<file path="config.mk">
export PLATFORM = sky130hd
export DESIGN_NAME = mmh_front
export DESIGN_NICKNAME = d
export VERILOG_FILES = /design/src/rtl/core/mmh_pkg.sv /design/src/rtl/core/mmh_mul.sv /design/src/rtl/core/mmh_front.sv
export SDC_FILE = /design/constraint.sdc
export NUM_CORES = 2
export LEC_CHECK = 0
export ABC_AREA = 1
export ABC_CLOCK_PERIOD_IN_PS = 9690
export BUFFER_PORTS_ARGS = -buffer_cell sky130_fd_sc_hd__buf_2
export CORE_MARGIN = 3
export CORE_UTILIZATION = 55
export DETAILED_ROUTE_END_ITERATION = 10
export GPL_ROUTABILITY_DRIVEN = 0
export PLACE_DENSITY = 0.77
export SLEW_MARGIN = 20
export SYNTH_ARGS = -nofsm -noshare
export SYNTH_HDL_FRONTEND = slang
export SYNTH_SLANG_ARGS = --single-unit
</file>
<file path="constraint.sdc">
create_clock -name aclk -period 9.69 [get_ports aclk]
set_input_delay 0 -clock aclk [delete_from_list [all_inputs] [get_ports aclk]]
set_output_delay 0 -clock aclk [all_outputs]
set_load 0.02 [all_outputs]
</file>
<file path="src/rtl/core/mmh_pkg.sv">
// shared types, constants and helper functions of the murmur64a stream hasher
// no dependencies; imported by every module of the block
package mmh_pkg;

    // mixing constants
    localparam logic [63:0] MIX_MUL    = 64'hc6a4a7935bd1e995;
    localparam int          MIX_SHIFT  = 47;
    localparam logic [63:0] SEED_RESET = 64'h00000000c70f6907;

    // configuration register indexes
    localparam logic REG_HASH_SEED = 1'b0;

    // input payload layout
    localparam int LEN_W   = 32;
    localparam int WORD_W  = 64;
    localparam int COUNT_W = 4;
    localparam int WORD_BYTES = 8;

    // front controller states
    typedef enum logic [2:0] {
        F_IDLE,
        F_LEN,
        F_K1,
        F_K2,
        F_PUSH
    } front_state_t;

    // back controller states
    typedef enum logic [1:0] {
        B_IDLE,
        B_FOLD,
        B_FIN,
        B_OUT
    } back_state_t;

    // one prepared item handed from the front to the back
    typedef struct packed {
        logic        first;
        logic        last;
        logic        fold;
        logic [63:0] len_prod;
        logic [63:0] key;
    } entry_t;

    // shift-xor step used in key mixing and finalization
    function automatic logic [63:0] fin_mix(input logic [63:0] x);
        fin_mix = x ^ (x >> MIX_SHIFT);
    endfunction

endpackage

</file>
<file path="src/rtl/core/mmh_mul.sv">
// pipelined multiply by the mixing constant, low 64 bits of the product
// uses mmh_pkg for the constant; built from three 32x32 partial products
module mmh_mul (
    input  logic        aclk,
    input  logic        aresetn,
    input  logic        start,
    input  logic [63:0] operand,
    output logic        done,
    output logic [63:0] result
);
    import mmh_pkg::*;

    logic        s1_valid_reg;
    logic        done_reg;
    logic [63:0] p0_reg;
    logic [31:0] p1_reg;
    logic [31:0] p2_reg;
    logic [63:0] result_reg;

    logic [63:0] p0_full;
    logic [31:0] p1_low;
    logic [31:0] p2_low;
    logic [31:0] cross_sum;

    // partial products: low by low, and the low halves of the two cross terms
    assign p0_full = operand[31:0]  * MIX_MUL[31:0];
    assign p1_low  = operand[63:32] * MIX_MUL[31:0];
    assign p2_low  = operand[31:0]  * MIX_MUL[63:32];
    assign cross_sum = p1_reg + p2_reg;

    // control pipe
    always_ff @(posedge aclk) begin
        if (!aresetn) begin
            s1_valid_reg <= 1'b0;
            done_reg     <= 1'b0;
        end else begin
            s1_valid_reg <= start;
            done_reg     <= s1_valid_reg;
        end
    end

    // product registers, result holds until the next start
    always_ff @(posedge aclk) begin
        if (start) begin
            p0_reg <= p0_full;
            p1_reg <= p1_low;
            p2_reg <= p2_low;
        end
        if (s1_valid_reg) begin
            result_reg <= p0_reg + {cross_sum, 32'h0};
        end
    end

    assign done   = done_reg;
    assign result = result_reg;

endmodule

</file>
<file path="src/rtl/core/mmh_front.sv">
// front end: accepts input transactions, classifies the word and premixes it
// uses mmh_pkg and one mmh_mul for length seeding and key mixing
module mmh_front (
    input  logic               aclk,
    input  logic               aresetn,
    input  logic               s_tvalid,
    output logic               s_tready,
    input  logic               s_tuser,
    input  logic               s_tlast,
    input  logic [103:0]       s_tdata,
    output logic               q_push,
    output mmh_pkg::entry_t    q_data,
    input  logic               q_full
);
    import mmh_pkg::*;

    front_state_t        state_reg, state_next;
    logic                first_reg, first_next;
    logic                last_reg, last_next;
    logic                fold_reg, fold_next;
    logic                full_reg, full_next;
    logic [63:0]         key_reg, key_next;
    logic [63:0]         len_prod_reg, len_prod_next;

    logic                accept;
    logic [LEN_W-1:0]    in_len;
    logic [WORD_W-1:0]   in_word;
    logic [COUNT_W-1:0]  in_count;
    logic                in_full;
    logic [63:0]         tail_word;

    logic                mul_start;
    logic [63:0]         mul_a;
    logic                mul_done;
    logic [63:0]         mul_res;

    mmh_mul u_mul (
        .aclk    (aclk),
        .aresetn (aresetn),
        .start   (mul_start),
        .operand (mul_a),
        .done    (mul_done),
        .result  (mul_res)
    );

    // unpack the payload
    assign in_len   = s_tdata[31:0];
    assign in_word  = s_tdata[95:32];
    assign in_count = s_tdata[99:96];
    assign in_full  = (in_count >= COUNT_W'(WORD_BYTES));
    assign s_tready = (state_reg == F_IDLE);
    assign accept   = s_tvalid && s_tready;

    // keep only the valid bytes of a tail word
    always_comb begin
        for (int i = 0; i < WORD_BYTES; i++) begin
            tail_word[8*i +: 8] = (COUNT_W'(i) < in_count) ? in_word[8*i +: 8] : 8'h00;
        end
    end

    // sequencer over the shared multiplier
    always_comb begin
        state_next    = state_reg;
        first_next    = first_reg;
        last_next     = last_reg;
        fold_next     = fold_reg;
        full_next     = full_reg;
        key_next      = key_reg;
        len_prod_next = len_prod_reg;
        mul_start     = 1'b0;
        mul_a         = key_reg;
        q_push        = 1'b0;
        unique case (state_reg)
            F_IDLE: begin
                if (accept) begin
                    first_next = s_tuser;
                    last_next  = s_tlast;
                    fold_next  = (in_count != '0);
                    full_next  = in_full;
                    key_next   = in_full ? in_word : tail_word;
                    if (s_tuser) begin
                        mul_start  = 1'b1;
                        mul_a      = {32'h0, in_len};
                        state_next = F_LEN;
                    end else if (in_full) begin
                        mul_start  = 1'b1;
                        mul_a      = in_word;
                        state_next = F_K1;
                    end else begin
                        state_next = F_PUSH;
                    end
                end
            end
            F_LEN: begin
                if (mul_done) begin
                    len_prod_next = mul_res;
                    if (full_reg) begin
                        mul_start  = 1'b1;
                        mul_a      = key_reg;
                        state_next = F_K1;
                    end else begin
                        state_next = F_PUSH;
                    end
                end
            end
            F_K1: begin
                if (mul_done) begin
                    mul_start  = 1'b1;
                    mul_a      = fin_mix(mul_res);
                    state_next = F_K2;
                end
            end
            F_K2: begin
                if (mul_done) begin
                    key_next   = mul_res;
                    state_next = F_PUSH;
                end
            end
            F_PUSH: begin
                if (!q_full) begin
                    q_push     = 1'b1;
                    state_next = F_IDLE;
                end
            end
            default: state_next = F_IDLE;
        endcase
    end

    always_ff @(posedge aclk) begin
        if (!aresetn) begin
            state_reg <= F_IDLE;
        end else begin
            state_reg <= state_next;
        end
    end

    // item payload registers
    always_ff @(posedge aclk) begin
        first_reg    <= first_next;
        last_reg     <= last_next;
        fold_reg     <= fold_next;
        full_reg     <= full_next;
        key_reg      <= key_next;
        len_prod_reg <= len_prod_next;
    end

    assign q_data.first    = first_reg;
    assign q_data.last     = last_reg;
    assign q_data.fold     = fold_reg;
    assign q_data.len_prod = len_prod_reg;
    assign q_data.key      = key_reg;

endmodule

</file>
### Yosys cells after proc, flatten, opt, wreduce, memory -nomap -nowiden

Index checks and enable logic that the tools add are counted.

| operators by class | value |
|---|---|
| add/sub/neg operators | 2 |
| $mul | 3 |
| magnitude comparators | 9 |
| equal/unequal tests | 9 |
| multiplexer cells | 35 |
| bitwise operators | 1 |
| reduce and logical (&&, ||, !) cells | 8 |

Operator list:

| operator | number |
|---|---|
| 64-bit 2-to-1 mux | 7 |
| 64-bit case mux with 2 select lines | 2 |
| 63-bit by 64-bit adder with 64-bit output | 1 |
| 32-bit by 31-bit multiplier with 32-bit output (second input constant) | 2 |
| 8-bit 2-to-1 mux | 8 |
| 64-bit by 17-bit bitwise XOR with 64-bit output | 1 |
| 32-bit by 31-bit multiplier with 63-bit output (second input constant) | 1 |
| 32-bit adder | 1 |
| 3-bit 2-to-1 mux | 8 |
| 3-bit by 4-bit less-than comparator with 1-bit output (first input constant) | 4 |
| 3-bit case mux with 5 select lines | 1 |
| 1-bit by 4-bit less-than comparator with 1-bit output (first input constant) | 2 |
| 2-bit by 4-bit less-than comparator with 1-bit output (first input constant) | 2 |
| 1-bit 2-to-1 mux | 8 |
| 2-bit by 1-bit inequality test with 1-bit output (second input constant) | 4 |
| 3-bit by 2-bit equality test with 1-bit output (second input constant) | 2 |
| 5-bit AND reduction | 1 |
| 4-bit >= comparator (second input constant) | 1 |
| 2-bit AND reduction | 2 |
| 4-bit nonzero test | 1 |
| 3-bit by 1-bit equality test with 1-bit output (second input constant) | 1 |
| 3-bit equality test (second input constant) | 1 |
| 3-bit logical NOT | 1 |
| 1-bit case mux with 3 select lines | 1 |
| 4 further kinds | 4 |

| word-level totals | value |
|---|---|
| register bits after elaboration | 328 |
| bits of input ports | 110 |
| output and inout port bits | 133 |

### Longest topological paths before layout

| depth | value |
|---|---|
| depth after elaboration | 6 |
| gate-level depth with buffers | 40 |
| mapped depth without buffers | 37 |

### Modules after synthesis

From an unflattened synthesis, not the netlist that was laid out.

| second synthesis, totals | value |
|---|---|
| cell total of the unflattened synthesis | 5765 |
| area, all modules | 53207.3 um2 |

By module, submodules not included:

| module | instances | cells each | area each (um2) | sequential area each (um2) |
|---|---|---|---|---|
| mmh_mul | 1 | 5000 | 46143.0 | 5745.5 |
| mmh_front | 1 | 765 | 7064.3 | 4023.9 |

### Least setup slack after synthesis

No wires, ideal clock.

| path | value |
|---|---|
| kind | register to register |
| start | register state_reg[0] |
| end | register u_mul.p0_reg[37] (data pin) |
| library setup time | 0.259 ns |
| data arrival time | 7.780 ns |
| path slack | 1.651 ns |
| stages on the path, launching flop included | 34 |
| path buffers | 2 |
| cell sequence | dfxtp_1 > nor2_4 > nand3_4 > inv_2 > nand2_2 > inv_1 > buf_2 > buf_2 > o21ai_0 > a31oi_1 > inv_1 > fa_1 > inv_1 > ha_1 > inv_1 > fa_1 > inv_1 > fa_1 > inv_1 > fa_1 > inv_1 > fa_1 > fa_1 > inv_1 > fa_1 > inv_1 > ha_1 > nand2_1 > nor4_1 > a21oi_1 > o21ai_0 > nand3_1 > nand2_1 > xor2_1 |

| on the way | value |
|---|---|
| word-level cells in the longest chain between the ends | 5 |
| elaborated cells on any way between the ends | 6 |

Ends and longest elaborated chain:

| element | line | RTL |
|---|---|---|
| start: declaration | mmh_front.sv:17 | `front_state_t state_reg, state_next;` |
| start signal: assignment | mmh_front.sv:133 | `state_reg <= state_next;` |
| 3-bit logical NOT | mmh_front.sv:51, mmh_front.sv:73 |  |
| 1-bit logical AND | mmh_front.sv:52 | `assign accept = s_tvalid && s_tready;` |
| 64-bit 2-to-1 mux | mmh_front.sv:75 | `if (accept) begin` |
| 64-bit case mux with 2 select lines (*) | mmh_front.sv:73 | `unique case (state_reg)` |
| 32-bit by 31-bit multiplier with 63-bit output (*) | mmh_mul.sv:26 | `assign p0_full = operand[31:0] * MIX_MUL[31:0];` |
| net u_mul.p0_full[37] | mmh_mul.sv:20 | `logic [63:0] p0_full;` |
| end signal: assignment | mmh_mul.sv:45 | `p0_reg <= p0_full;` |
| end: declaration | mmh_mul.sv:15 | `logic [63:0] p0_reg;` |

Mark *: on every way through the listed nets, which the timed path passes. The rest lies on a longest branch.
A chain may end at the register's enable or synchronous reset.

### Final worst setup path

| path | value |
|---|---|
| start | register state_reg[0] |
| end | register u_mul.p0_reg[49] (data pin) |

Same word-level chain as after synthesis.

==> flow_summary.ini <==
[sta]
slew_headroom_pct = 18.32
hold_viol = 0
period_minus_slack_ns = 9.338
period_share_pct = 96.36
setup_viol = 0
tns_ns = 0
whs_ns = 0.1089
slew_viol_final = 0
fin_ws_ns = 0.3524
max_freq_mhz = 107.1
skew_ns = 0.03246
worstMarginPinSlew_ns = 1.220

[critical_path]
reg2reg_depth = 33
worstPathRequired_ns = 10.06
crit_start = state_reg[0]
critical_path_class = reg2reg
critPathMaxFanout = 23
cp_data_arrival_time_ns = 9.70
cp-endpoint = u_mul.p0_reg[49]
end_kind = flip-flop
path_common_cell = fa_1
crit_slowest_cell = fa_1
cp-start-kind = flip-flop
timing.rr.start = state_reg[0]
worst_path_largest_cell_delay_ns = 0.59
r2r_end = u_mul.p0_reg[49]
r2r_setup_slack_ns = 0.35

[global_route]
antenna_found_initial = 10
grtUsageTotal_pct = 34.24
grt_pass1_wl_mm = 251.6
overflow = 0
grt_pass1_vias = 43120
grt_max_degree = 76

[synthesis]
synth_fp_nets = 7136
syn-cell-area_um2 = 51580
ys_types = 53
synth_flop_cell = edfxtp_1
postSynthCellCount = 5389
yosysWarnings = 0
post-synth-top-area-cell = fa_1
ys_async_sr_fraction_pct = 0
synth_edf_count = 322
yosysSeqAreaShare_pct = 18.94
synth_top_area_share_pct = 29.65
synth_area_leaders = fa_1, ha_1, edfxtp_1, inv_1, nand2_1
synth_seq_cells = 327
avgSynthCellArea_um2 = 9.571

[die]
start_util_pct = 55.85
die-width_um = 312.2
io_pins = 243
dieArea_um2 = 97490
dieHeight_um = 312.2
row_count = 111
core_region_area_um2 = 92360

[drt]
routedWlPerCell_um = 23.38
ant_nets = 0
drt-initial-drc-count = 4587
via_per_inst = 5.817
routed_wl_mm = 164.7
num_vias = 40980
dr.pass1.iters = 7
drc = 0

[clocking]
root_buffer = clkbuf_16
clockBufferDepth = 3
cts_setup_buffers = 0
cts_tree = done
clkSlewWorstSetupHoldPaths_ns = 0.06
insertion_delay_ns = 0.58
htreeDepth = 2
numCtsBuffers = 37
clock-sinks = 327

[cells_and_area]
nNetsFinal = 7513
drive_gt1_share_pct = 7.144
synthToLayoutAreaGrowth_pct = 10.11
final_cell_mix = inv_1, ha_1, fa_1, nand2_1, edfxtp_1
postLayoutCoreUtil_pct = 61.49
mostFrequentLayoutCell = inv_1

[min_path]
worst_hold_path_type = in2reg

[placed_design]
dp_slack_ns = 0.5458
place_hpwl_mm = 138.8
io_buffers = 238

[job]
maxCapViolations = 0

[status]
status = finished, final reports clean
==> metal layers <==
metal  vias to the layer above  routed length, um  track usage, %  part of all wire [%]
met4                        10              12630           20.86                   7.7
li1                      17760                  -               -                     -
met3                       721              22730           12.37                    14
met2                      2788              69740           51.10                    42
met1                     19700              59530           42.55                    36
met5                         -                 80               0                 0.049
==> cells in the mapped netlist, types with 13 or more instances <==
| master | number |
|---|---|
| nor4_1 | 13 |
| ha_1 | 873 |
| xor2_1 | 124 |
| nand2_1 | 577 |
| nor3_1 | 15 |
| nand4_1 | 22 |
| o21ai_0 | 201 |
| inv_1 | 1522 |
| nor2_1 | 197 |
| o22ai_1 | 19 |
| a21oi_1 | 256 |
| o21bai_1 | 14 |
| a21o_1 | 27 |
| o211ai_1 | 14 |
| xnor2_1 | 68 |
| clkbuf_1 | 31 |
| fa_1 | 764 |
| nand3_1 | 152 |
| a31oi_1 | 33 |
| edfxtp_1 | 322 |
| o221ai_1 | 16 |
==> critical path: cells and delay by family, from the launching register on <==
family / cells / cell delay, ns
compound gates: 3 / 0.67
xor+xnor: 1 / 0.26
fa+ha+maj: 9 / 4.27
buf+inv: 10 / 1.95
flops: 1 / 0.39
simple gates: 10 / 1.57
==> cell families after synthesis <==
group	synth area share, %
flip-flops	18.94
adder cells (fa/ha/maj)	50.83
XOR/XNOR	3.260
AND/OR/NAND/NOR	8.282
buffers and inverters	11.57
AO/OA/AOI/OAI	7.120
==> worst min-delay path by stage <==
stage	slack, ns	endpoint	cells after the start	from
detailed placement	0.19	last_reg	1	s_tlast
floorplan	0.08	q_push	1	q_full
CTS	0.05	key_reg[25]	5	s_tdata[98]
finish	0.11	fold_reg	3	s_tdata[96]
global placement	0.19	last_reg	1	s_tlast
global route	0.12	fold_reg	3	s_tdata[96]
==> cell type report <==
| type | instances | area (um2) |
|---|---|---|
| multi-input cells | 3486 | 35920 |
| fillers | 7283 | 35570 |
| flip-flops and latches | 327 | 9772 |
| inverters | 1530 | 5749 |
| repair buffers | 384 | 2462 |
| well taps | 1243 | 1555 |
| clock buffers | 43 | 948.4 |
| clock inverters | 25 | 362.8 |
| diodes | 7 | 17.52 |
==> per-stage QoR <==
step	cells	area [um2]
after detailed placement	6900	54750
final	7045	56790
after floorplan	5389	51580
after CTS	7038	56760
after global placement	6900	54750
after global routing	7039	56780
==> repair_timing <==
action | in CTS | in global routing
gates resized for setup | 0 | 4
setup endpoints to repair | 0 | 3
hold buffers | 70 | 0
endpoints found under the hold margin | 76 | 0
Power is not shown: default switching activity piles up to over one toggle a cycle in this logic, so the estimate is an artifact.
