## src/rtl/core/mmh_pkg.sv

```systemverilog
// shared types, constants and helper functions of the murmur64a stream hasher
// no dependencies; imported by every module of the block
package mmh_pkg;

    // mixing constants
    localparam logic [63:0] MIX_MUL    = 64'hc6a4a7935bd1e995;
    localparam int          MIX_SHIFT  = 47;
    localparam logic [63:0] SEED_RESET = 64'h00000000c70f6907;

    // configuration register indexes
    localparam logic REG_HASH_SEED = 1'b0;

    // input payload layout
    localparam int LEN_W   = 32;
    localparam int WORD_W  = 64;
    localparam int COUNT_W = 4;
    localparam int WORD_BYTES = 8;

    // front controller states
    typedef enum logic [2:0] {
        F_IDLE,
        F_LEN,
        F_K1,
        F_K2,
        F_PUSH
    } front_state_t;

    // back controller states
    typedef enum logic [1:0] {
        B_IDLE,
        B_FOLD,
        B_FIN,
        B_OUT
    } back_state_t;

    // one prepared item handed from the front to the back
    typedef struct packed {
        logic        first;
        logic        last;
        logic        fold;
        logic [63:0] len_prod;
        logic [63:0] key;
    } entry_t;

    // shift-xor step used in key mixing and finalization
    function automatic logic [63:0] fin_mix(input logic [63:0] x);
        fin_mix = x ^ (x >> MIX_SHIFT);
    endfunction

endpackage

```

## src/rtl/core/mmh_mul.sv

```systemverilog
// pipelined multiply by the mixing constant, low 64 bits of the product
// uses mmh_pkg for the constant; built from three 32x32 partial products
module mmh_mul (
    input  logic        aclk,
    input  logic        aresetn,
    input  logic        start,
    input  logic [63:0] operand,
    output logic        done,
    output logic [63:0] result
);
    import mmh_pkg::*;

    logic        s1_valid_reg;
    logic        done_reg;
    logic [63:0] p0_reg;
    logic [31:0] p1_reg;
    logic [31:0] p2_reg;
    logic [63:0] result_reg;

    logic [63:0] p0_full;
    logic [31:0] p1_low;
    logic [31:0] p2_low;
    logic [31:0] cross_sum;

    // partial products: low by low, and the low halves of the two cross terms
    assign p0_full = operand[31:0]  * MIX_MUL[31:0];
    assign p1_low  = operand[63:32] * MIX_MUL[31:0];
    assign p2_low  = operand[31:0]  * MIX_MUL[63:32];
    assign cross_sum = p1_reg + p2_reg;

    // control pipe
    always_ff @(posedge aclk) begin
        if (!aresetn) begin
            s1_valid_reg <= 1'b0;
            done_reg     <= 1'b0;
        end else begin
            s1_valid_reg <= start;
            done_reg     <= s1_valid_reg;
        end
    end

    // product registers, result holds until the next start
    always_ff @(posedge aclk) begin
        if (start) begin
            p0_reg <= p0_full;
            p1_reg <= p1_low;
            p2_reg <= p2_low;
        end
        if (s1_valid_reg) begin
            result_reg <= p0_reg + {cross_sum, 32'h0};
        end
    end

    assign done   = done_reg;
    assign result = result_reg;

endmodule

```

## src/rtl/core/mmh_back.sv

```systemverilog
// back end: folds prepared keys into the running hash, finalizes, holds the result
// uses mmh_pkg and one mmh_mul for the state recurrence and finalization
module mmh_back (
    input  logic            aclk,
    input  logic            aresetn,
    input  logic [63:0]     hash_seed,
    input  mmh_pkg::entry_t q_head,
    input  logic            q_empty,
    output logic            q_pop,
    output logic            m_tvalid,
    input  logic            m_tready,
    output logic [63:0]     m_tdata
);
    import mmh_pkg::*;

    back_state_t  state_reg, state_next;
    logic [63:0]  running_reg, running_next;
    logic         last_reg, last_next;
    logic         out_valid_reg, out_valid_next;
    logic [63:0]  out_hash_reg, out_hash_next;

    logic [63:0]  h_start;
    logic         mul_start;
    logic [63:0]  mul_a;
    logic         mul_done;
    logic [63:0]  mul_res;

    mmh_mul u_mul (
        .aclk    (aclk),
        .aresetn (aresetn),
        .start   (mul_start),
        .operand (mul_a),
        .done    (mul_done),
        .result  (mul_res)
    );

    // a first item reseeds the state
    assign h_start = q_head.first ? (hash_seed ^ q_head.len_prod) : running_reg;

    // fold, finalize and output control
    always_comb begin
        state_next     = state_reg;
        running_next   = running_reg;
        last_next      = last_reg;
        out_valid_next = out_valid_reg && !m_tready;
        out_hash_next  = out_hash_reg;
        mul_start      = 1'b0;
        mul_a          = h_start;
        q_pop          = 1'b0;
        unique case (state_reg)
            B_IDLE: begin
                if (!q_empty) begin
                    q_pop     = 1'b1;
                    last_next = q_head.last;
                    if (q_head.fold) begin
                        mul_start  = 1'b1;
                        mul_a      = h_start ^ q_head.key;
                        state_next = B_FOLD;
                    end else begin
                        running_next = h_start;
                        if (q_head.last) begin
                            mul_start  = 1'b1;
                            mul_a      = fin_mix(h_start);
                            state_next = B_FIN;
                        end
                    end
                end
            end
            B_FOLD: begin
                if (mul_done) begin
                    running_next = mul_res;
                    if (last_reg) begin
                        mul_start  = 1'b1;
                        mul_a      = fin_mix(mul_res);
                        state_next = B_FIN;
                    end else begin
                        state_next = B_IDLE;
                    end
                end
            end
            B_FIN: begin
                if (mul_done) begin
                    state_next = B_OUT;
                end
            end
            B_OUT: begin
                if (!out_valid_reg || m_tready) begin
                    out_valid_next = 1'b1;
                    out_hash_next  = fin_mix(mul_res);
                    state_next     = B_IDLE;
                end
            end
            default: state_next = B_IDLE;
        endcase
    end

    always_ff @(posedge aclk) begin
        if (!aresetn) begin
            state_reg     <= B_IDLE;
            running_reg   <= '0;
            out_valid_reg <= 1'b0;
        end else begin
            state_reg     <= state_next;
            running_reg   <= running_next;
            out_valid_reg <= out_valid_next;
        end
    end

    // payload registers
    always_ff @(posedge aclk) begin
        last_reg     <= last_next;
        out_hash_reg <= out_hash_next;
    end

    assign m_tvalid = out_valid_reg;
    assign m_tdata  = out_hash_reg;

endmodule

```

## config.mk

```make
export PLATFORM = sky130hd
export DESIGN_NAME = mmh_back
export DESIGN_NICKNAME = d
export VERILOG_FILES = /design/src/rtl/core/mmh_pkg.sv /design/src/rtl/core/mmh_mul.sv /design/src/rtl/core/mmh_back.sv
export SDC_FILE = /design/constraint.sdc
export NUM_CORES = 2
export LEC_CHECK = 0
export BUFFER_PORTS_ARGS = -buffer_cell sky130_fd_sc_hd__buf_4
export CAP_MARGIN = 20
export CORE_ASPECT_RATIO = 0.7
export CORE_MARGIN = 2
export CORE_UTILIZATION = 30
export DETAILED_ROUTE_END_ITERATION = 7
export PLACE_DENSITY_LB_ADDON = 0.05
export SYNTH_ARGS = -nofsm -noshare
export SYNTH_HDL_FRONTEND = slang
export SYNTH_SLANG_ARGS = --single-unit
```

## constraint.sdc

```tcl
create_clock -name aclk -period 29.2 [get_ports aclk]
set_clock_uncertainty 0.1 [all_clocks]
set_input_delay 4.38 -clock aclk [delete_from_list [all_inputs] [get_ports aclk]]
set_output_delay 4.38 -clock aclk [all_outputs]
set_load 0.1 [all_outputs]
```

After elaboration in Yosys (flattened, before gate mapping)
Cells that the tools add are included.
{"block": "totals", "output_inout_bits": 66, "word_cells": 69, "reg_bits": 325, "inputBits": 199}
{"block": "op_classes", "muxes": 29, "eq_ne": 9, "multipliers": 3, "n_addsub": 2, "bitwise": 5, "n_reduce_logical": 10}
{"op": "$mux 64", "count": 9}
{"op": "$pmux 64 s2", "count": 2}
{"op": "$xor 64x17->64", "count": 2}
{"op": "$xor 64x64->64", "count": 2}
{"op": "$add 63x64->64", "count": 1}
{"op": "$mul 32x31->32 const B", "count": 2}
{"op": "$mul 32x31->63 const B", "count": 1}
{"op": "$add 32x32->32", "count": 1}
{"op": "$mux 2", "count": 7}
{"op": "$mux 1", "count": 9}
{"op": "$pmux 2 s4", "count": 1}
{"op": "$ne 2x2->1 const B", "count": 3}
{"op": "$reduce_and 5->1", "count": 1}
{"op": "$eq 2x2->1 const B", "count": 2}
{"op": "$ne 2x1->1 const B", "count": 2}
{"op": "$reduce_and 2->1", "count": 2}
{"op": "$reduce_and 4->1", "count": 1}
{"op": "$ne 3x3->1 const B", "count": 1}
{"op": "$eq 2x1->1 const B", "count": 1}
{"op": "$logic_not 1->1", "count": 2}
{"op": "$logic_not 2->1", "count": 1}
{"op": "$pmux 1 s2", "count": 1}
{"op": "$reduce_bool 2->1", "count": 1}
{"op": "$logic_and 1x1->1", "count": 1}
{"op": "2 further kinds", "count": 2}

Longest topological paths before layout
{"block": "depth", "ltp_word": 8, "ltp_mapped": 38, "ltp_nobuf": 35}

Hierarchy
Synthesis repeated with hierarchy kept, for this count alone.
{"block": "unflattened", "hier_cells": 5189, "area_unflattened_um2": 52372.7}
{"module": "mmh_mul", "seq_area_each_um2": 5745.5, "area_per_inst_um2": 43420.4, "instances": 1, "cells_per_inst": 4114}
{"module": "mmh_back", "seq_area_each_um2": 3293.2, "area_per_inst_um2": 8952.3, "instances": 1, "cells_per_inst": 1075}

Least setup slack after synthesis
Ideal clock, no wire load.
{"block": "synth_path", "path_kind": "input-to-reg", "startpoint": "input port q_head[130] (netlist bit)", "endpoint": "register u_mul.p0_reg[55] (data pin)", "cell_stages": 32, "slack_ns": 15.927, "n_path_buf": 4, "required_ns": 28.841, "setup_ns": 0.259, "t_arrival_ns": 12.914, "cell_sequence": "buf_2 -> clkbuf_1 -> clkbuf_1 -> clkbuf_1 -> nand2_1 -> o21ai_0 -> nor4_1 -> o21ba_2 -> a21oi_1 -> inv_1 -> fa_1 -> fa_1 -> fa_1 -> inv_1 -> fa_1 -> fa_1 -> fa_1 -> fa_1 -> inv_1 -> fa_1 -> inv_1 -> ha_1 -> nand2_1 -> o21ai_0 -> a221oi_1 -> o21ai_1 -> a211o_1 -> nor3_2 -> a2111oi_2 -> or3_1 -> a21oi_1 -> xnor2_1"}
{"block": "synth_via", "elab_chain_cells": 7, "word_cells_on_any_way": 10, "cone_classes": "mul: 1; mux: 7; bitwise: 2"}
{"element": "from (decl)", "line_no": "mmh_back.sv:7", "text": "input mmh_pkg::entry_t q_head,"}
{"element": "$mux 64 (*)", "line_no": "mmh_back.sv:38", "text": "assign h_start = q_head.first ? (hash_seed ^ q_head.len_prod) : running_reg;"}
{"element": "$xor 64x17->64", "line_no": "mmh_pkg.sv:47", "text": "fin_mix = x ^ (x >> MIX_SHIFT);"}
{"element": "$mux 64", "line_no": "mmh_back.sv:61", "text": "if (q_head.last) begin"}
{"element": "$mux 64", "line_no": "mmh_back.sv:55", "text": "if (q_head.fold) begin"}
{"element": "$mux 64", "line_no": "mmh_back.sv:52", "text": "if (!q_empty) begin"}
{"element": "$pmux 64 s2 (*)", "line_no": "mmh_back.sv:50", "text": "unique case (state_reg)"}
{"element": "$mul 32x31->63 (*)", "line_no": "mmh_mul.sv:26", "text": "assign p0_full = operand[31:0] * MIX_MUL[31:0];"}
{"element": "named net u_mul.p0_full[55]", "line_no": "mmh_mul.sv:20", "text": "logic [63:0] p0_full;"}
{"element": "to (signal assigned)", "line_no": "mmh_mul.sv:45", "text": "p0_reg <= p0_full;"}
{"element": "to (decl)", "line_no": "mmh_mul.sv:15", "text": "logic [63:0] p0_reg;"}
Mark *: on every way through the listed nets, which the timed path passes. The rest lies on a longest branch.
A chain may end at the register's enable or synchronous reset.

Worst setup path in the final report
{"block": "layout_path", "startpoint": "input port q_head[130] (netlist bit)", "endpoint": "register u_mul.p0_reg[59] (data pin)"}
The elaborated chain is that of the path after synthesis.

==> impl_metrics.yaml <==
worst_setup_path:
  critPathCaptureType: "register"
  max_stage_delay_ps: 730
  critical_path_peak_fanout: 68
  cp_slowest_cell: "sky130_fd_sc_hd__buf_4"
  cp.required_ps: 29420
  critPathMostFrequentCell: "sky130_fd_sc_hd__fa_1"
  worst_ep_arrival_time_ps: 14420
  critPathLaunch: "q_head[130]"
  worstSetupPathType: "input pin to register"
  setup.worst_path.start_class: "input pin"
  startpoint_of_the_most_critical_register_to_register_path: "u_mul.done$_SDFF_PN0_"
floorplanning:
  fp-row-count: 128
  placeableCoreArea_um2: 173400
  initial_utilization_pct: 30.11
  design.portCount: 265
  floorplan.die.width_um: 502.7
  die_area_um2: 177500
  dieHeight_um: 353.1
global_routing:
  grt_antenna_before_repair: 11
  grt_pass1_vias: 38930
  grt_remaining_overflow: 0
  grt_first_pass_wirelength_um: 299800
  maximum_number_of_pins_on_one_net_before_global_route_repair: 74
  globalRouteTotalUtil_pct: 23.83
timing:
  worst_slew_pin_slew_ps: 1017
  finalHoldViolCount: 0
  max_freq_ghz: 0.07043
  rsz0062_at_grt: "no"
  finalMaxSlewViolations: 0
  final.setup.tns_ps: 0
  finalSetupViolCount: 0
  post-route-period-util_pct: 48.62
  hold-worst-slack_ps: 321.4
  min_cycle_time_layout_ps: 14200
  timing.slew.headroom_pct: 32.20
clock_tree:
  cts_repair_resize_count: 0
  numCtsBuffers: 40
  clkLatencyLatePin_ps: 610
  cts_max_path_buffers: 3
  clock_slew_at_the_register_clock_pins_of_the_worst_setup_and_hold_paths_ps: 60
  cts.sinks: 324
  cts_root_buffer_type: "sky130_fd_sc_hd__clkbuf_16"
  cts_tree: "yes"
  cts-hold-fix-buffers: 0
  cts_setup_buffers: 0
  cts-htree-levels: 2
status:
  outcome: "completed"
routing:
  routed_wire_length_per_instance_um: 26.58
  drcViolationCount: 0
  detailedRoute.firstIterationViolations: 2874
  drt-pass1-iter-count: 5
  via_per_inst: 4.791
  antenna_violating_nets_post_route: 0
  drt_wl_total_um: 210600
  vias: 37960
synthesis:
  seq_area_frac_synth_pct: 17.31
  netlist-cell-type-count: 77
  synthesis.nets: 7113
  syn-mean-instance-area_um2: 9.894
  synthArstFlopShare_pct: 0
  number_of_synthesized_flops_with_an_enable_pin: 255
  mappedNetlistArea_um2: 52220
  postSynthCellCount: 5278
  synth_flop_cell: "sky130_fd_sc_hd__edfxtp_1"
  synth.ff_latch_count: 324
  synth.yosys.warnings: 0
worst_hold_path:
  hold_path_startpoint: "u_mul.p0_reg[28]$_DFFE_PP_"
  hold_path_class: "register to register"
placed_design:
  gpl_wtd_cong: 0.9044
  hpwlAfterDp_um: 178000
  dpl-instance-area_um2: 57430
  placement.io_buffers: 264
run:
  drv_cap: 0
cells_and_area:
  fin_area_um2: 58720
  n_fill_cell: 17970
  sequential_cell_area_um2: 9047
  post_route_cells_drive_above_1_share_pct: 8.312
  finish.utilization_pct: 33.85
  layout.nets: 7388
  most-common-layout-cells: "sky130_fd_sc_hd__inv_1 (1282), sky130_fd_sc_hd__ha_1 (872), sky130_fd_sc_hd__fa_1 (764), sky130_fd_sc_hd__buf_4 (347), sky130_fd_sc_hd__nand2_1 (270)"
  layout_commonest_cell: "sky130_fd_sc_hd__inv_1"
  multi_input_area_um2: 38040
  area_growth_pct: 12.44
[stage by stage]
stage,std cells,setup WS [ps]
finish,7924,15000
global route,7922,14520
CTS,7920,14890
detailed placement,7849,14280
global placement,7849,14370
floorplan,5278,15930
[metal layers]
metal	global-route usage (%)	up-vias	routed length [um]
li1	-	17630	-
met1	38.46	19300	110200
met2	33.66	946	85780
met3	3.986	86	12560
met4	2.343	2	2003
met5	0	-	15
[logic make-up (layout without fill, tap and decap cells)]
logic type	count (synthesis)	after routing	synth area share (%)
other cells	0	2	0
simple gates	764	764	6.450
compound gates	835	835	10.59
xor+xnor	310	310	5.199
buf+inv	1397	1701	10.05
mux	12	12	0.2300
fa+ha+maj	1636	1636	50.18
flops	324	324	17.31
[worst paths after layout]
kind | end | slack, ps | cells after the start
worst max-delay path | u_mul.p0_reg[59]$_DFFE_PP_ | 15000 | 32
worst min-delay path | u_mul.result[28]$_DFFE_PP_ | 320 | 0
worst max register to register | u_mul.p0_reg[59]$_DFFE_PP_ | 19110 | 29
worst min register to register | u_mul.result[28]$_DFFE_PP_ | 320 | 0
[layout make-up]
class | instances | area share (%)
flip-flops and latches | 324 | 15.41
well taps | 2340 | 4.986
clock buffers | 48 | 1.809
diodes | 2 | 0.008524
multi-input cells | 3557 | 64.79
inverters | 1283 | 8.202
repair buffers | 347 | 4.436
clock inverters | 23 | 0.3580
[worst max-delay path: cells and delay by family]
kind,cells,cell delay [ps]
adder cells (fa/ha/maj),9,4080
AO/OA/AOI/OAI,11,3590
XOR/XNOR,1,80
multiplexers,1,170
AND/OR/NAND/NOR,2,270
buffers and inverters,8,1780
[synthesized netlist by cell type, types with 11 or more instances]
master | instances | share of area, %
sky130_fd_sc_hd__nor2b_1 | 14 | 0.17
sky130_fd_sc_hd__inv_1 | 1282 | 9.2
sky130_fd_sc_hd__o21ba_2 | 15 | 0.29
sky130_fd_sc_hd__clkbuf_1 | 95 | 0.68
sky130_fd_sc_hd__xor2_1 | 69 | 1.2
sky130_fd_sc_hd__edfxtp_1 | 255 | 15
sky130_fd_sc_hd__o22a_1 | 21 | 0.35
sky130_fd_sc_hd__dfxtp_1 | 69 | 2.6
sky130_fd_sc_hd__and2_1 | 11 | 0.13
sky130_fd_sc_hd__buf_1 | 16 | 0.12
sky130_fd_sc_hd__a211oi_1 | 16 | 0.23
sky130_fd_sc_hd__a31oi_1 | 12 | 0.14
sky130_fd_sc_hd__nor3_1 | 77 | 0.74
sky130_fd_sc_hd__mux2i_1 | 12 | 0.23
sky130_fd_sc_hd__ha_1 | 872 | 21
sky130_fd_sc_hd__o211a_1 | 66 | 1.3
sky130_fd_sc_hd__nor2_1 | 230 | 1.7
sky130_fd_sc_hd__nand3_1 | 71 | 0.68
sky130_fd_sc_hd__a21oi_1 | 274 | 2.6
sky130_fd_sc_hd__nand2_1 | 271 | 1.9
sky130_fd_sc_hd__fa_1 | 764 | 29
sky130_fd_sc_hd__a21o_1 | 69 | 0.99
sky130_fd_sc_hd__nand2b_1 | 20 | 0.24
sky130_fd_sc_hd__and3_1 | 12 | 0.14
sky130_fd_sc_hd__xnor2_1 | 241 | 4.0
sky130_fd_sc_hd__o21a_1 | 49 | 0.70
sky130_fd_sc_hd__nand4_1 | 14 | 0.17
sky130_fd_sc_hd__o21bai_1 | 29 | 0.42
sky130_fd_sc_hd__o211ai_1 | 45 | 0.65
sky130_fd_sc_hd__nor4_1 | 18 | 0.22
sky130_fd_sc_hd__o21ai_0 | 149 | 1.4
sky130_fd_sc_hd__o21ai_1 | 11 | 0.11
Power is left out: the tool's default activity adds up to more than one toggle a clock period on the data nets, which glitch-free logic cannot reach.
