### src/rtl/core/mmh_pkg.sv
// shared types, constants and helper functions of the murmur64a stream hasher
// no dependencies; imported by every module of the block
package mmh_pkg;

    // mixing constants
    localparam logic [63:0] MIX_MUL    = 64'hc6a4a7935bd1e995;
    localparam int          MIX_SHIFT  = 47;
    localparam logic [63:0] SEED_RESET = 64'h00000000c70f6907;

    // configuration register indexes
    localparam logic REG_HASH_SEED = 1'b0;

    // input payload layout
    localparam int LEN_W   = 32;
    localparam int WORD_W  = 64;
    localparam int COUNT_W = 4;
    localparam int WORD_BYTES = 8;

    // front controller states
    typedef enum logic [2:0] {
        F_IDLE,
        F_LEN,
        F_K1,
        F_K2,
        F_PUSH
    } front_state_t;

    // back controller states
    typedef enum logic [1:0] {
        B_IDLE,
        B_FOLD,
        B_FIN,
        B_OUT
    } back_state_t;

    // one prepared item handed from the front to the back
    typedef struct packed {
        logic        first;
        logic        last;
        logic        fold;
        logic [63:0] len_prod;
        logic [63:0] key;
    } entry_t;

    // shift-xor step used in key mixing and finalization
    function automatic logic [63:0] fin_mix(input logic [63:0] x);
        fin_mix = x ^ (x >> MIX_SHIFT);
    endfunction

endpackage

### src/rtl/core/mmh_queue.sv
// small fifo of prepared items between the front and the back
// uses mmh_pkg for the entry type
module mmh_queue #(
    parameter int DEPTH = 2
) (
    input  logic           aclk,
    input  logic           aresetn,
    input  logic           push,
    input  mmh_pkg::entry_t push_data,
    output logic           full,
    input  logic           pop,
    output mmh_pkg::entry_t head,
    output logic           empty
);
    import mmh_pkg::*;

    localparam int PW = $clog2(DEPTH);
    localparam int CW = $clog2(DEPTH + 1);

    entry_t          slot_reg [DEPTH];
    logic [PW-1:0]   wr_ptr_reg, wr_ptr_next;
    logic [PW-1:0]   rd_ptr_reg, rd_ptr_next;
    logic [CW-1:0]   count_reg, count_next;

    // pointer and fill count update
    always_comb begin
        wr_ptr_next = wr_ptr_reg;
        rd_ptr_next = rd_ptr_reg;
        count_next  = count_reg;
        if (push) begin
            wr_ptr_next = (wr_ptr_reg == PW'(DEPTH - 1)) ? '0 : wr_ptr_reg + 1'b1;
        end
        if (pop) begin
            rd_ptr_next = (rd_ptr_reg == PW'(DEPTH - 1)) ? '0 : rd_ptr_reg + 1'b1;
        end
        if (push && !pop) begin
            count_next = count_reg + 1'b1;
        end else if (pop && !push) begin
            count_next = count_reg - 1'b1;
        end
    end

    always_ff @(posedge aclk) begin
        if (!aresetn) begin
            wr_ptr_reg <= '0;
            rd_ptr_reg <= '0;
            count_reg  <= '0;
        end else begin
            wr_ptr_reg <= wr_ptr_next;
            rd_ptr_reg <= rd_ptr_next;
            count_reg  <= count_next;
        end
    end

    // entry storage
    always_ff @(posedge aclk) begin
        if (push) begin
            slot_reg[wr_ptr_reg] <= push_data;
        end
    end

    assign head  = slot_reg[rd_ptr_reg];
    assign full  = (count_reg == CW'(DEPTH));
    assign empty = (count_reg == '0);

endmodule

### config.mk
export PLATFORM = sky130hd
export DESIGN_NAME = mmh_queue
export DESIGN_NICKNAME = d
export VERILOG_FILES = /design/src/rtl/core/mmh_pkg.sv /design/src/rtl/core/mmh_queue.sv
export SDC_FILE = /design/constraint.sdc
export NUM_CORES = 1
export LEC_CHECK = 0
export BUFFER_PORTS_ARGS = -buffer_cell sky130_fd_sc_hd__buf_2
export CAP_MARGIN = 20
export CORE_MARGIN = 1.5
export CORE_UTILIZATION = 45
export DETAILED_ROUTE_END_ITERATION = 12
export HOLD_SLACK_MARGIN = 0.05
export PLACE_DENSITY = 0.74
export SYNTH_ARGS = -nofsm -noshare
export SYNTH_HDL_FRONTEND = slang
export SYNTH_SLANG_ARGS = --single-unit
### constraint.sdc
create_clock -name aclk -period 10.5 [get_ports aclk]
set_input_delay 1.575 -clock aclk [delete_from_list [all_inputs] [get_ports aclk]]
set_output_delay 1.575 -clock aclk [all_outputs]
set_load 0.01 [all_outputs]
# --- Yosys cells after proc, flatten, opt, wreduce, memory -nomap -nowiden ---
# Memories as Yosys holds them, arrays and structs flattened. A register that Yosys moved wholly into a read port is not among the register bits.
# Index checks and enable logic that the tools add are counted.
classes:
  n_mux: 8
  reduce_logical: 6
  eq_ne: 1
  add_sub_neg: 4
ops:
  columns: ["op", "n"]
  rows:
  - ["1-bit 2-to-1 mux", 6]
  - ["2-bit 2-to-1 mux", 2]
  - ["1-bit adder (second input constant)", 2]
  - ["2-bit by 1-bit adder with 2-bit output (second input constant)", 1]
  - ["2-bit == test (second input constant)", 1]
  - ["1-bit logical AND", 2]
  - ["1-bit zero test", 2]
  - ["2-bit zero test", 1]
  - ["2-bit nonzero test", 1]
  - ["2-bit by 1-bit subtractor with 2-bit output (second input constant)", 1]
totals:
  output_inout_bits: 133
  in_bits: 135
  ff_bits: 4
  mem_bits_rw: 262
  mem_count: 1
memory_table:
  columns: ["name", "depth", "width", "read_ports", "rd_ports_with_merged_regs", "wr", "line_no", "text"]
  rows:
  - ["slot_reg", 2, 131, 1, 1, 1, "mmh_queue.sv:20", "entry_t slot_reg [DEPTH];"]

# --- Longest topological paths before layout ---
# Gate-level depths: netlist of the first run.
logic_depth:
  word_depth: 4
  mapped_depth: 5
  mapped_depth_nobuf: 5

# --- Worst setup path before layout of the first run ---
# Ideal clock, no wire load.
synth_timing:
  path_kind: "input to register"
  from: "input push"
  to: "memory slot_reg[0][0] (netlist name), enable pin"
  setup_ns: 0.639
  required_ns: 9.861
  arrival_ns: 7.282
  setup_slack_ns: 2.579
  cell_stages: 1
  cell_sequence: "nor2b_1"
synth_via:
  elab_chain_len: 2
synth_rtl:
  columns: ["element", "line_no", "text"]
  rows:
  - ["start, declared", "mmh_queue.sv:8", "input logic push,"]
  - ["1-bit 2-to-1 mux", "mmh_queue.sv:57", "if (push) begin"]
  - ["1-bit 2-to-1 mux (implied by the code)", "mmh_queue.sv:58", "slot_reg[wr_ptr_reg] <= push_data;"]
  - ["end, declared", "mmh_queue.sv:20", null]
# Every way passes these cells.

==> impl_metrics.py, run 1 <==
metrics = {
    "run_status": {
        "status": "completed",
    },
    "worst_setup_path": {
        "cpLargestDelayFamily": "buffers and inverters",
        "reg2reg_depth": 3,
        "crit_cells": 4,
        "worst_setup_path_start_kind": "flop",
        "slowest_stage": "buf_4",
        "path_class": "reg -> out",
        "cp_max_fo": 59,
        "crit_path_max_incr_delay_ns": 0.85,
        "cp.required_ns": 8.93,
        "path_buf_inv": 3,
        "cp-end-kind": "primary output",
        "critPathArrivalTime_ns": 2.99,
        "crit_chain": "buf_16 > buf_4 > mux2_2 > buf_2",
    },
    "power_and_ir_drop": {
        "p_int_mw": 1.86,
        "pwr-share-clk_pct": 35.9,
        "seqPwrFrac_pct": 53.2,
        "power.density_mw_per_mm2": 189,
        "p_leak_nw": 4.87,
        "ir_worst_vdd_mv": 0.139,
        "switching_power_mw": 0.497,
        "power_mw": 2.35,
        "combPwrFrac_pct": 10.9,
        "switching_share_pct": 21.1,
    },
    "synth": {
        "syn_nets": 566,
        "synthFlopType": "edfxtp_1",
        "synthesis.area_mm2": 0.0100,
        "synthMuxAreaShare_pct": 18.0,
        "synth.avg_cell_area_um2": 23.4,
        "synth_xor_area_share_pct": 0.262,
        "synth_edf_count": 262,
        "ys_ff_latch": 267,
        "synth_top_area_cell": "edfxtp_1",
        "synth_warnings": 0,
        "synth_cell_types": 19,
        "yosys.area.top_type_share_pct": 78.3,
        "synthTopCellsByCount": "edfxtp_1 (262), mux2_4 (90), mux2_2 (41)",
        "netlist_instances": 430,
        "yosysSeqAreaShare_pct": 79.3,
        "ys_async_sr_fraction_pct": 0,
        "synth-adder-area-share_pct": 0.125,
        "synthSimpleGateAreaFrac_pct": 0.548,
        "synth_top_family_by_area": "multiplexers",
        "yosys-top-cells-area": "edfxtp_1 (78%), mux2_4 (13%), mux2_2 (4.6%)",
        "synth.most_common_cell": "edfxtp_1",
        "synth-compound-area-share_pct": 0.199,
    },
    "routing": {
        "dr.pass1.iters": 4,
        "viasPerCell": 4.86,
        "antenna_left": 0,
        "vias": 4932,
        "finalWirelength_mm": 18.2,
        "wl_per_cell_um": 17.9,
        "remaining_drc_errors": 0,
        "drt_iter0_drc": 210,
    },
    "grt": {
        "grt_overflow": 0,
        "grt_pass1_vias": 5136,
        "grt_pass1_wl_mm": 27.8,
        "grt_max_degree": 80,
        "track_usage_pct": 15.1,
        "antenna_found_initial": 1,
    },
    "cts": {
        "cts_resized": 0,
        "clkTransAtPathRegs_ns": 0.06,
        "cts_setup_buffers": 0,
        "holdBufCountCts": 0,
        "clkSinkCount": 267,
        "clockBufferDepth": 3,
        "clk_latency_ns": 0.51,
        "htree_levels": 1,
        "cts_tree": "built",
        "numCtsBuffers": 26,
        "cts-root-buf": "clkbuf_16",
    },
    "final_layout": {
        "layout.nets": 852,
        "drive_gt1_share_pct": 60.1,
        "largest_reg_flops": 262,
        "area_delta_synth_final_pct": 24.1,
    },
    "die": {
        "coreArea_mm2": 0.0219,
        "die_area_mm2": 0.0232,
        "die_w_um": 152,
        "fp.dieH_um": 152,
        "start_util_pct": 45.9,
        "ios": 268,
        "num_rows": 54,
    },
    "place": {
        "dp_hpwl_mm": 12.3,
        "gp_congestion": 0.751,
        "placement.io_buffers": 267,
    },
    "worst_hold_path": {
        "worstHoldPathType": "reg -> reg",
        "min_path_cells": 2,
    },
    "timing": {
        "fin_skew_ns": 0.00538,
        "tightest_slew_ns": 1.05,
        "setup_viol": 0,
        "hold_violations": 0,
        "setup_tns_ns": 0,
        "maxSlewViolCount": 0,
        "fin_crit_sh_pct": 43.5,
        "post-route-min-period_ns": 4.57,
        "fmax_mhz": 219,
        "rsz0062_at_grt": "no",
        "maxSlewHeadroom_pct": 29.8,
    },
    "flow_run": {
        "maxCapViolations": 0,
    },
}
power by group through the flow:
stage                     Clock [mW]  Combinational (mW)  Sequential, mW
after floorplan                    0               0.166            1.27
after global placement             0               0.246            1.28
after detailed placement           0               0.252            1.28
after CTS                      0.871               0.252            1.26
after global routing           0.907               0.277            1.26
final                          0.844               0.258            1.25
stage by stage:
step           hold slack, ns  cells  setup slack, ns  cell area, µm²  util, %
5_1_grt                 0.564   1014             5.77           12500     56.9
4_1_cts                 0.526   1012             5.62           12400     56.7
3_3_place_gp            0.490    966             6.24           11600     53.1
3_5_place_dp            0.511    966             6.19           11600     53.1
6_report                0.523   1015             5.93           12500     56.9
2_1_floorplan           0.474    430             2.58           10000        -
final cells by class:
class | count | area (µm²)
inverters | 1 | 3.75
diodes | 1 | 2.50
flip-flops and latches | 267 | 7970
repair buffers | 273 | 1410
fillers | 1657 | 9430
clock buffers | 32 | 694
well taps | 280 | 350
multi-input cells | 147 | 1940
clock inverters | 14 | 88.8
worst register-to-register path, stage by stage, from the launching register on:
cell	delay (ns)
dfxtp_1	0.34
nor2b_4	0.10
buf_4	0.58
buf_4	0.92
placed cells by master, fill, tap and decap left out, types with 3 or more instances in the layout:
cell type,instances
buf_2,267
buf_4,4
clkbuf_1,5
mux2_4,90
clkinv_2,5
edfxtp_1,262
mux2_2,41
and2_1,3
clkinv_1,7
dfxtp_1,4
clkbuf_16,27
cell families after synthesis:
group                      after synthesis
AOI/OAI and AO/OA                        3
xor gates and xnor gates                 3
adders and majority gates                1
buffers and inverters                   16
DFF                                    267
muxes                                  131
and+or+nand+nor                          9
final timing paths:
kind,start,endpoint,slack (ns)
min reg2reg,count_reg[1],count_reg[1],0.52
min,count_reg[1],count_reg[1],0.52
max reg2reg,wr_ptr_reg,slot_reg[0][36],8.10
max,flop,head[114],5.93
routing by layer:
layer	GRT usage [%]	vias to the layer above	wire length, µm
met5	0	-	0
met4	4.72	0	472
met3	4.89	39	1710
met2	26.4	226	9100
li1	-	2281	-
met1	17.7	2386	6930
(Power assumes the default switching activity.)
==> inputs of run 2 (changes only) <==
--- a/config.mk
+++ b/config.mk
@@ -5,13 +5,14 @@
 export SDC_FILE = /design/constraint.sdc
 export NUM_CORES = 1
 export LEC_CHECK = 0
+export ABC_AREA = 1
 export BUFFER_PORTS_ARGS = -buffer_cell sky130_fd_sc_hd__buf_2
 export CAP_MARGIN = 20
 export CORE_MARGIN = 1.5
 export CORE_UTILIZATION = 45
 export DETAILED_ROUTE_END_ITERATION = 12
 export HOLD_SLACK_MARGIN = 0.05
-export PLACE_DENSITY = 0.74
+export PLACE_DENSITY = 0.77
 export SYNTH_ARGS = -nofsm -noshare
 export SYNTH_HDL_FRONTEND = slang
 export SYNTH_SLANG_ARGS = --single-unit
==> constraint.sdc (replaced) <==
create_clock -name aclk -period 4 [get_ports aclk]
set_input_delay 0.6 -clock aclk [delete_from_list [all_inputs] [get_ports aclk]]
set_output_delay 0.6 -clock aclk [all_outputs]
set_load 0.01 [all_outputs]
==> impl_metrics.py, run 2 <==
metrics = {
    "routing": {
        "wl_per_cell_um": 17.5,
        "dr.pass1.iters": 4,
        "antenna_left": 0,
        "vias": 4957,
        "remaining_drc_errors": 0,
        "viasPerCell": 4.84,
        "drt_iter0_drc": 208,
        "finalWirelength_mm": 18.0,
    },
    "timing": {
        "hold_violations": 0,
        "setup_viol": 0,
        "fmax_mhz": 342,
        "fin_crit_sh_pct": 73.0,
        "setup_tns_ns": 0,
        "maxSlewViolCount": 0,
        "maxSlewHeadroom_pct": 27.9,
        "setup_slack_ns": 1.08,
        "tightest_slew_ns": 1.08,
        "fin_skew_ns": 0.0102,
        "rsz0062_at_grt": "no",
        "post-route-min-period_ns": 2.92,
    },
    "synth": {
        "synth_warnings": 0,
        "synthFlopType": "edfxtp_1",
        "ys_async_sr_fraction_pct": 0,
        "yosysSeqAreaShare_pct": 79.2,
        "synth_xor_area_share_pct": 0,
        "syn_nets": 579,
        "synth_cell_types": 15,
        "synth.avg_cell_area_um2": 22.7,
        "synth-adder-area-share_pct": 0.124,
        "synth_top_family_by_area": "multiplexers",
        "yosys-top-cells-area": "edfxtp_1 (78%), mux2_4 (13%), mux2_2 (4.6%)",
        "synth-compound-area-share_pct": 0.0995,
        "synth_top_area_cell": "edfxtp_1",
        "netlist_instances": 443,
        "synthMuxAreaShare_pct": 18.0,
        "ys_ff_latch": 267,
        "synthTopCellsByCount": "edfxtp_1 (262), mux2_4 (90), mux2_2 (41)",
        "synth_edf_count": 262,
        "synth.most_common_cell": "edfxtp_1",
        "synthSimpleGateAreaFrac_pct": 0.747,
        "yosys.area.top_type_share_pct": 78.2,
        "synthesis.area_mm2": 0.0101,
    },
    "worst_setup_path": {
        "crit_chain": "buf_12 > mux2_2 > buf_2",
        "cp-end-kind": "primary output",
        "slowest_stage": "dfxtp_4",
        "worst_setup_path_start_kind": "flop",
        "cp.required_ns": 3.40,
        "critPathArrivalTime_ns": 2.32,
        "path_class": "reg -> out",
        "reg2reg_slack_ns": 2.10,
        "r2r-start": "wr_ptr_reg",
        "crit_path_max_incr_delay_ns": 0.82,
        "reg2reg_to": "slot_reg[1][17]",
        "cp_max_fo": 49,
        "reg2reg_depth": 3,
        "crit_end": "head[22]",
    },
    "cts": {
        "cts_setup_buffers": 0,
        "htree_levels": 1,
        "cts_tree": "built",
        "clkTransAtPathRegs_ns": 0.06,
        "clockBufferDepth": 3,
        "numCtsBuffers": 26,
        "cts-root-buf": "clkbuf_16",
        "clkSinkCount": 267,
        "holdBufCountCts": 0,
        "cts_resized": 0,
        "clk_latency_ns": 0.52,
    },
    "final_layout": {
        "area_delta_synth_final_pct": 24.4,
        "layout.nets": 864,
        "layout_common_cells": "buf_2 (267), edfxtp_1 (262), mux2_4 (90), mux2_2 (41), clkbuf_16 (27)",
        "final_common_cell": "buf_2",
        "drive_gt1_share_pct": 59.0,
        "largest_reg_flops": 262,
        "fillers": 1709,
    },
    "worst_hold_path": {
        "worstHoldPathType": "in -> reg",
        "min_path_cells": 1,
    },
    "grt": {
        "track_usage_pct": 14.9,
        "grt_pass1_vias": 5007,
        "grt_pass1_wl_mm": 27.2,
        "antenna_found_initial": 1,
        "grt_overflow": 0,
        "grt_max_degree": 82,
    },
    "power_and_ir_drop": {
        "ir_worst_vdd_mv": 0.371,
        "p_leak_nw": 4.91,
        "power_mw": 6.25,
        "power.density_mw_per_mm2": 500,
    },
    "die": {
        "num_rows": 54,
        "die_area_mm2": 0.0233,
        "fp.dieH_um": 152,
        "coreArea_mm2": 0.0219,
        "ios": 268,
        "die_w_um": 152,
        "start_util_pct": 45.9,
    },
    "place": {
        "gp_congestion": 0.745,
        "dp_hpwl_mm": 11.7,
        "place_ws_ns": 1.61,
        "placement.io_buffers": 267,
    },
    "flow_run": {
        "maxCapViolations": 0,
    },
    "run_status": {
        "status": "completed",
    },
}
[run 2: cell type report]
type / count / area (µm²) / area share (%)
inverters: 8 / 35.0 / 0.280
multi-input cells: 153 / 1920 / 15.3
diodes: 1 / 2.50 / 0.0200
clock inverters: 16 / 145 / 1.16
flip-flops and latches: 267 / 7970 / 63.7
repair buffers: 272 / 1410 / 11.3
well taps: 280 / 350 / 2.80
clock buffers: 28 / 679 / 5.43
[run 2: how the worst min path moves through the flow]
stage	endpoint	start	slack [ns]
after floorplan	flop	rd_ptr_reg	0.46
after global placement	rd_ptr_reg	rd_ptr_reg	0.48
after detailed placement	rd_ptr_reg	rd_ptr_reg	0.49
after CTS	slot_reg[1][126]	push_data[126]	0.24
after global routing	slot_reg[1][96]	push_data[96]	0.24
final	slot_reg[0][126]	push_data[126]	0.27
[run 2: layer usage]
metal,GRT usage [%],routed length [µm]
met5,0,0
met4,4.49,447
met3,3.90,1330
met2,25.1,8950
met1,19.0,7240
[run 2: kinds of logic after synthesis]
logic type,Yosys count
buffers and inverters,23
muxes,131
and+or+nand+nor,19
adders and majority gates,1
DFF,267
AOI/OAI and AO/OA,2
[run 2: report_power, final]
group / internal [mW] / leakage, nW / total (mW) / switching [mW]
clock network: 1.40 / 0.400 / 2.36 / 0.960
registers: 3.24 / 2.50 / 3.30 / 0.0531
logic: 0.305 / 2.01 / 0.596 / 0.292
[run 2: worst max-delay path: cells and delay by family, from the launching register on]
kind                   cells  cell delay, ns
buffers and inverters      2            0.52
muxes                      1            0.39
DFF                        1            0.82
[run 2: through the flow]
stage / util [%] / hold slack, ns / cells / instance area (µm²)
after floorplan: - / 0.463 / 443 / 10100
after CTS: 57.2 / 0.241 / 1024 / 12500
final: 57.2 / 0.266 / 1025 / 12500
after detailed placement: 53.4 / 0.492 / 980 / 11700
after global placement: 53.4 / 0.477 / 980 / 11700
after global routing: 57.2 / 0.242 / 1024 / 12500
==> inputs of run 3 (changes only) <==
--- a/config.mk
+++ b/config.mk
@@ -5,7 +5,7 @@
 export SDC_FILE = /design/constraint.sdc
 export NUM_CORES = 1
 export LEC_CHECK = 0
-export ABC_AREA = 1
+export ABC_AREA = 0
 export BUFFER_PORTS_ARGS = -buffer_cell sky130_fd_sc_hd__buf_2
 export CAP_MARGIN = 20
 export CORE_MARGIN = 1.5
==> constraint.sdc (replaced) <==
create_clock -name aclk -period 2.4 [get_ports aclk]
set_input_delay 0.36 -clock aclk [delete_from_list [all_inputs] [get_ports aclk]]
set_output_delay 0.36 -clock aclk [all_outputs]
set_load 0.01 [all_outputs]
==> impl_metrics.py, run 3 (same netlist as run 1, synthesis figures left out) <==
metrics = {
    "run_status": {
        "status": "completed",
    },
    "place": {
        "gp_congestion": 0.711,
        "dpl_cell_area_mm2": 0.0117,
        "placement.io_buffers": 267,
        "dp_hpwl_mm": 12.3,
    },
    "grt": {
        "grt_pass1_wl_mm": 30.9,
        "grtUsageMet1_pct": 19.0,
        "gr-max-usage-layer": "met2",
        "grt_overflow": 0,
        "use_met2_pct": 30.9,
        "track_usage_pct": 16.6,
        "antenna_found_initial": 0,
        "grtUsageMet3_pct": 4.29,
        "grt_pass1_vias": 6028,
        "grt_max_degree": 71,
    },
    "final_layout": {
        "drive_gt1_share_pct": 51.0,
        "largest_reg_flops": 262,
        "area_delta_synth_final_pct": 37.9,
        "final_area_mm2": 0.0139,
        "final_common_cell": "buf_2",
        "layout.nets": 984,
        "antenna_cells": 0,
        "layout_common_cells": "buf_2 (267), edfxtp_1 (262), dlygate4sd3_1 (131), mux2_4 (90), mux2_2 (41)",
    },
    "die": {
        "coreArea_mm2": 0.0219,
        "ios": 268,
        "num_rows": 54,
        "fp.dieH_um": 152,
        "die_w_um": 152,
        "start_util_pct": 45.9,
        "die_area_mm2": 0.0232,
    },
    "timing": {
        "fmax_mhz": 446,
        "maxSlewHeadroom_pct": 65.9,
        "fin_skew_ns": 0.00709,
        "whs_ns": 0.106,
        "post-route-min-period_ns": 2.24,
        "tightest_slew_ns": 0.512,
        "setup_viol": 0,
        "rsz0062_at_grt": "no",
        "maxSlewViolCount": 0,
        "fin_crit_sh_pct": 93.3,
        "hold_violations": 0,
    },
    "routing": {
        "dr.pass1.iters": 4,
        "remaining_drc_errors": 0,
        "antenna_left": 0,
        "drt_iter0_drc": 251,
        "vias": 5472,
        "finalWirelength_mm": 20.1,
        "wl_per_cell_um": 17.5,
        "viasPerCell": 4.77,
    },
    "power_and_ir_drop": {
        "power.density_mw_per_mm2": 772,
        "ir_worst_vdd_mv": 0.720,
        "p_leak_nw": 5.44,
    },
    "cts": {
        "clkTransAtPathRegs_ns": 0.06,
        "clk_latency_ns": 0.51,
        "cts_resized": 0,
        "cts_tree": "built",
        "clockBufferDepth": 3,
        "clkSinkCount": 267,
        "numCtsBuffers": 27,
        "cts-root-buf": "clkbuf_16",
        "htree_levels": 1,
    },
    "worst_setup_path": {
        "path_class": "reg -> out",
        "critPathArrivalTime_ns": 1.88,
        "cp.required_ns": 2.04,
        "cp_max_fo": 69,
        "worst_setup_path_start_kind": "flop",
        "cp-end-kind": "primary output",
    },
    "flow_run": {
        "maxCapViolations": 0,
    },
    "worst_hold_path": {
        "worstHoldPathType": "in -> reg",
    },
}
## run 3: final cells by class
cell class | count | area (µm²)
tap | 280 | 350
clock buffer | 33 | 698
inverter | 1 | 3.75
clock inverter | 15 | 123
timing repair buffer | 404 | 2770
fill | 1497 | 8040
multi-input combinational | 147 | 1940
sequential | 267 | 7970
## run 3: final timing paths
check	cells after the start	end	from	slack (ns)
worst max-delay path	3	head[128]	flop	0.16
worst min-delay path	2	wr_ptr_reg	aresetn	0.11
worst max register to register	2	slot_reg[1][87]	wr_ptr_reg	1.06
worst min register to register	2	count_reg[1]	count_reg[1]	0.57
## run 3: timing repair
action | CTS | global route
setup buffers | 0 | 0
hold buffers | 131 | 0
hold endpoints to repair | 262 | 0
## run 3: report_power, final
part	switching (mW)	internal, mW	leakage (nW)
Combinational	0.609	0.733	2.54
Clock	1.62	2.27	0.399
Sequential	0.0677	5.39	2.50
Total	2.30	8.40	5.44
## run 3: metrics by stage
step / total power, mW / setup WS, ns / utilization [%] / setup TNS (ns) / instances
after floorplan: 6.27 / -0.372 / - / -55.77 / 430
after global placement: 6.68 / 0.753 / 53.5 / 0 / 968
after detailed placement: 6.73 / 0.711 / 53.5 / 0 / 968
after CTS: 10.8 / 0.143 / 63.3 / 0 / 1147
after global routing: 11.1 / 0.0880 / 63.3 / 0 / 1147
final: 10.7 / 0.160 / 63.3 / 0 / 1147
## run 3: per-layer routing
layer | up-vias | routed length, µm | part of all wire (%)
li1 | 2541 | - | -
met1 | 2680 | 7720 | 38
met2 | 215 | 10600 | 52
met3 | 36 | 1420 | 7.1
met4 | 0 | 411 | 2.0
met5 | - | 0 | 0
## run 3: worst max-delay path: stages, from the launching register on
cell	delay (ns)
dfxtp_4	0.37
buf_12	0.35
mux2_2	0.41
buf_2	0.14
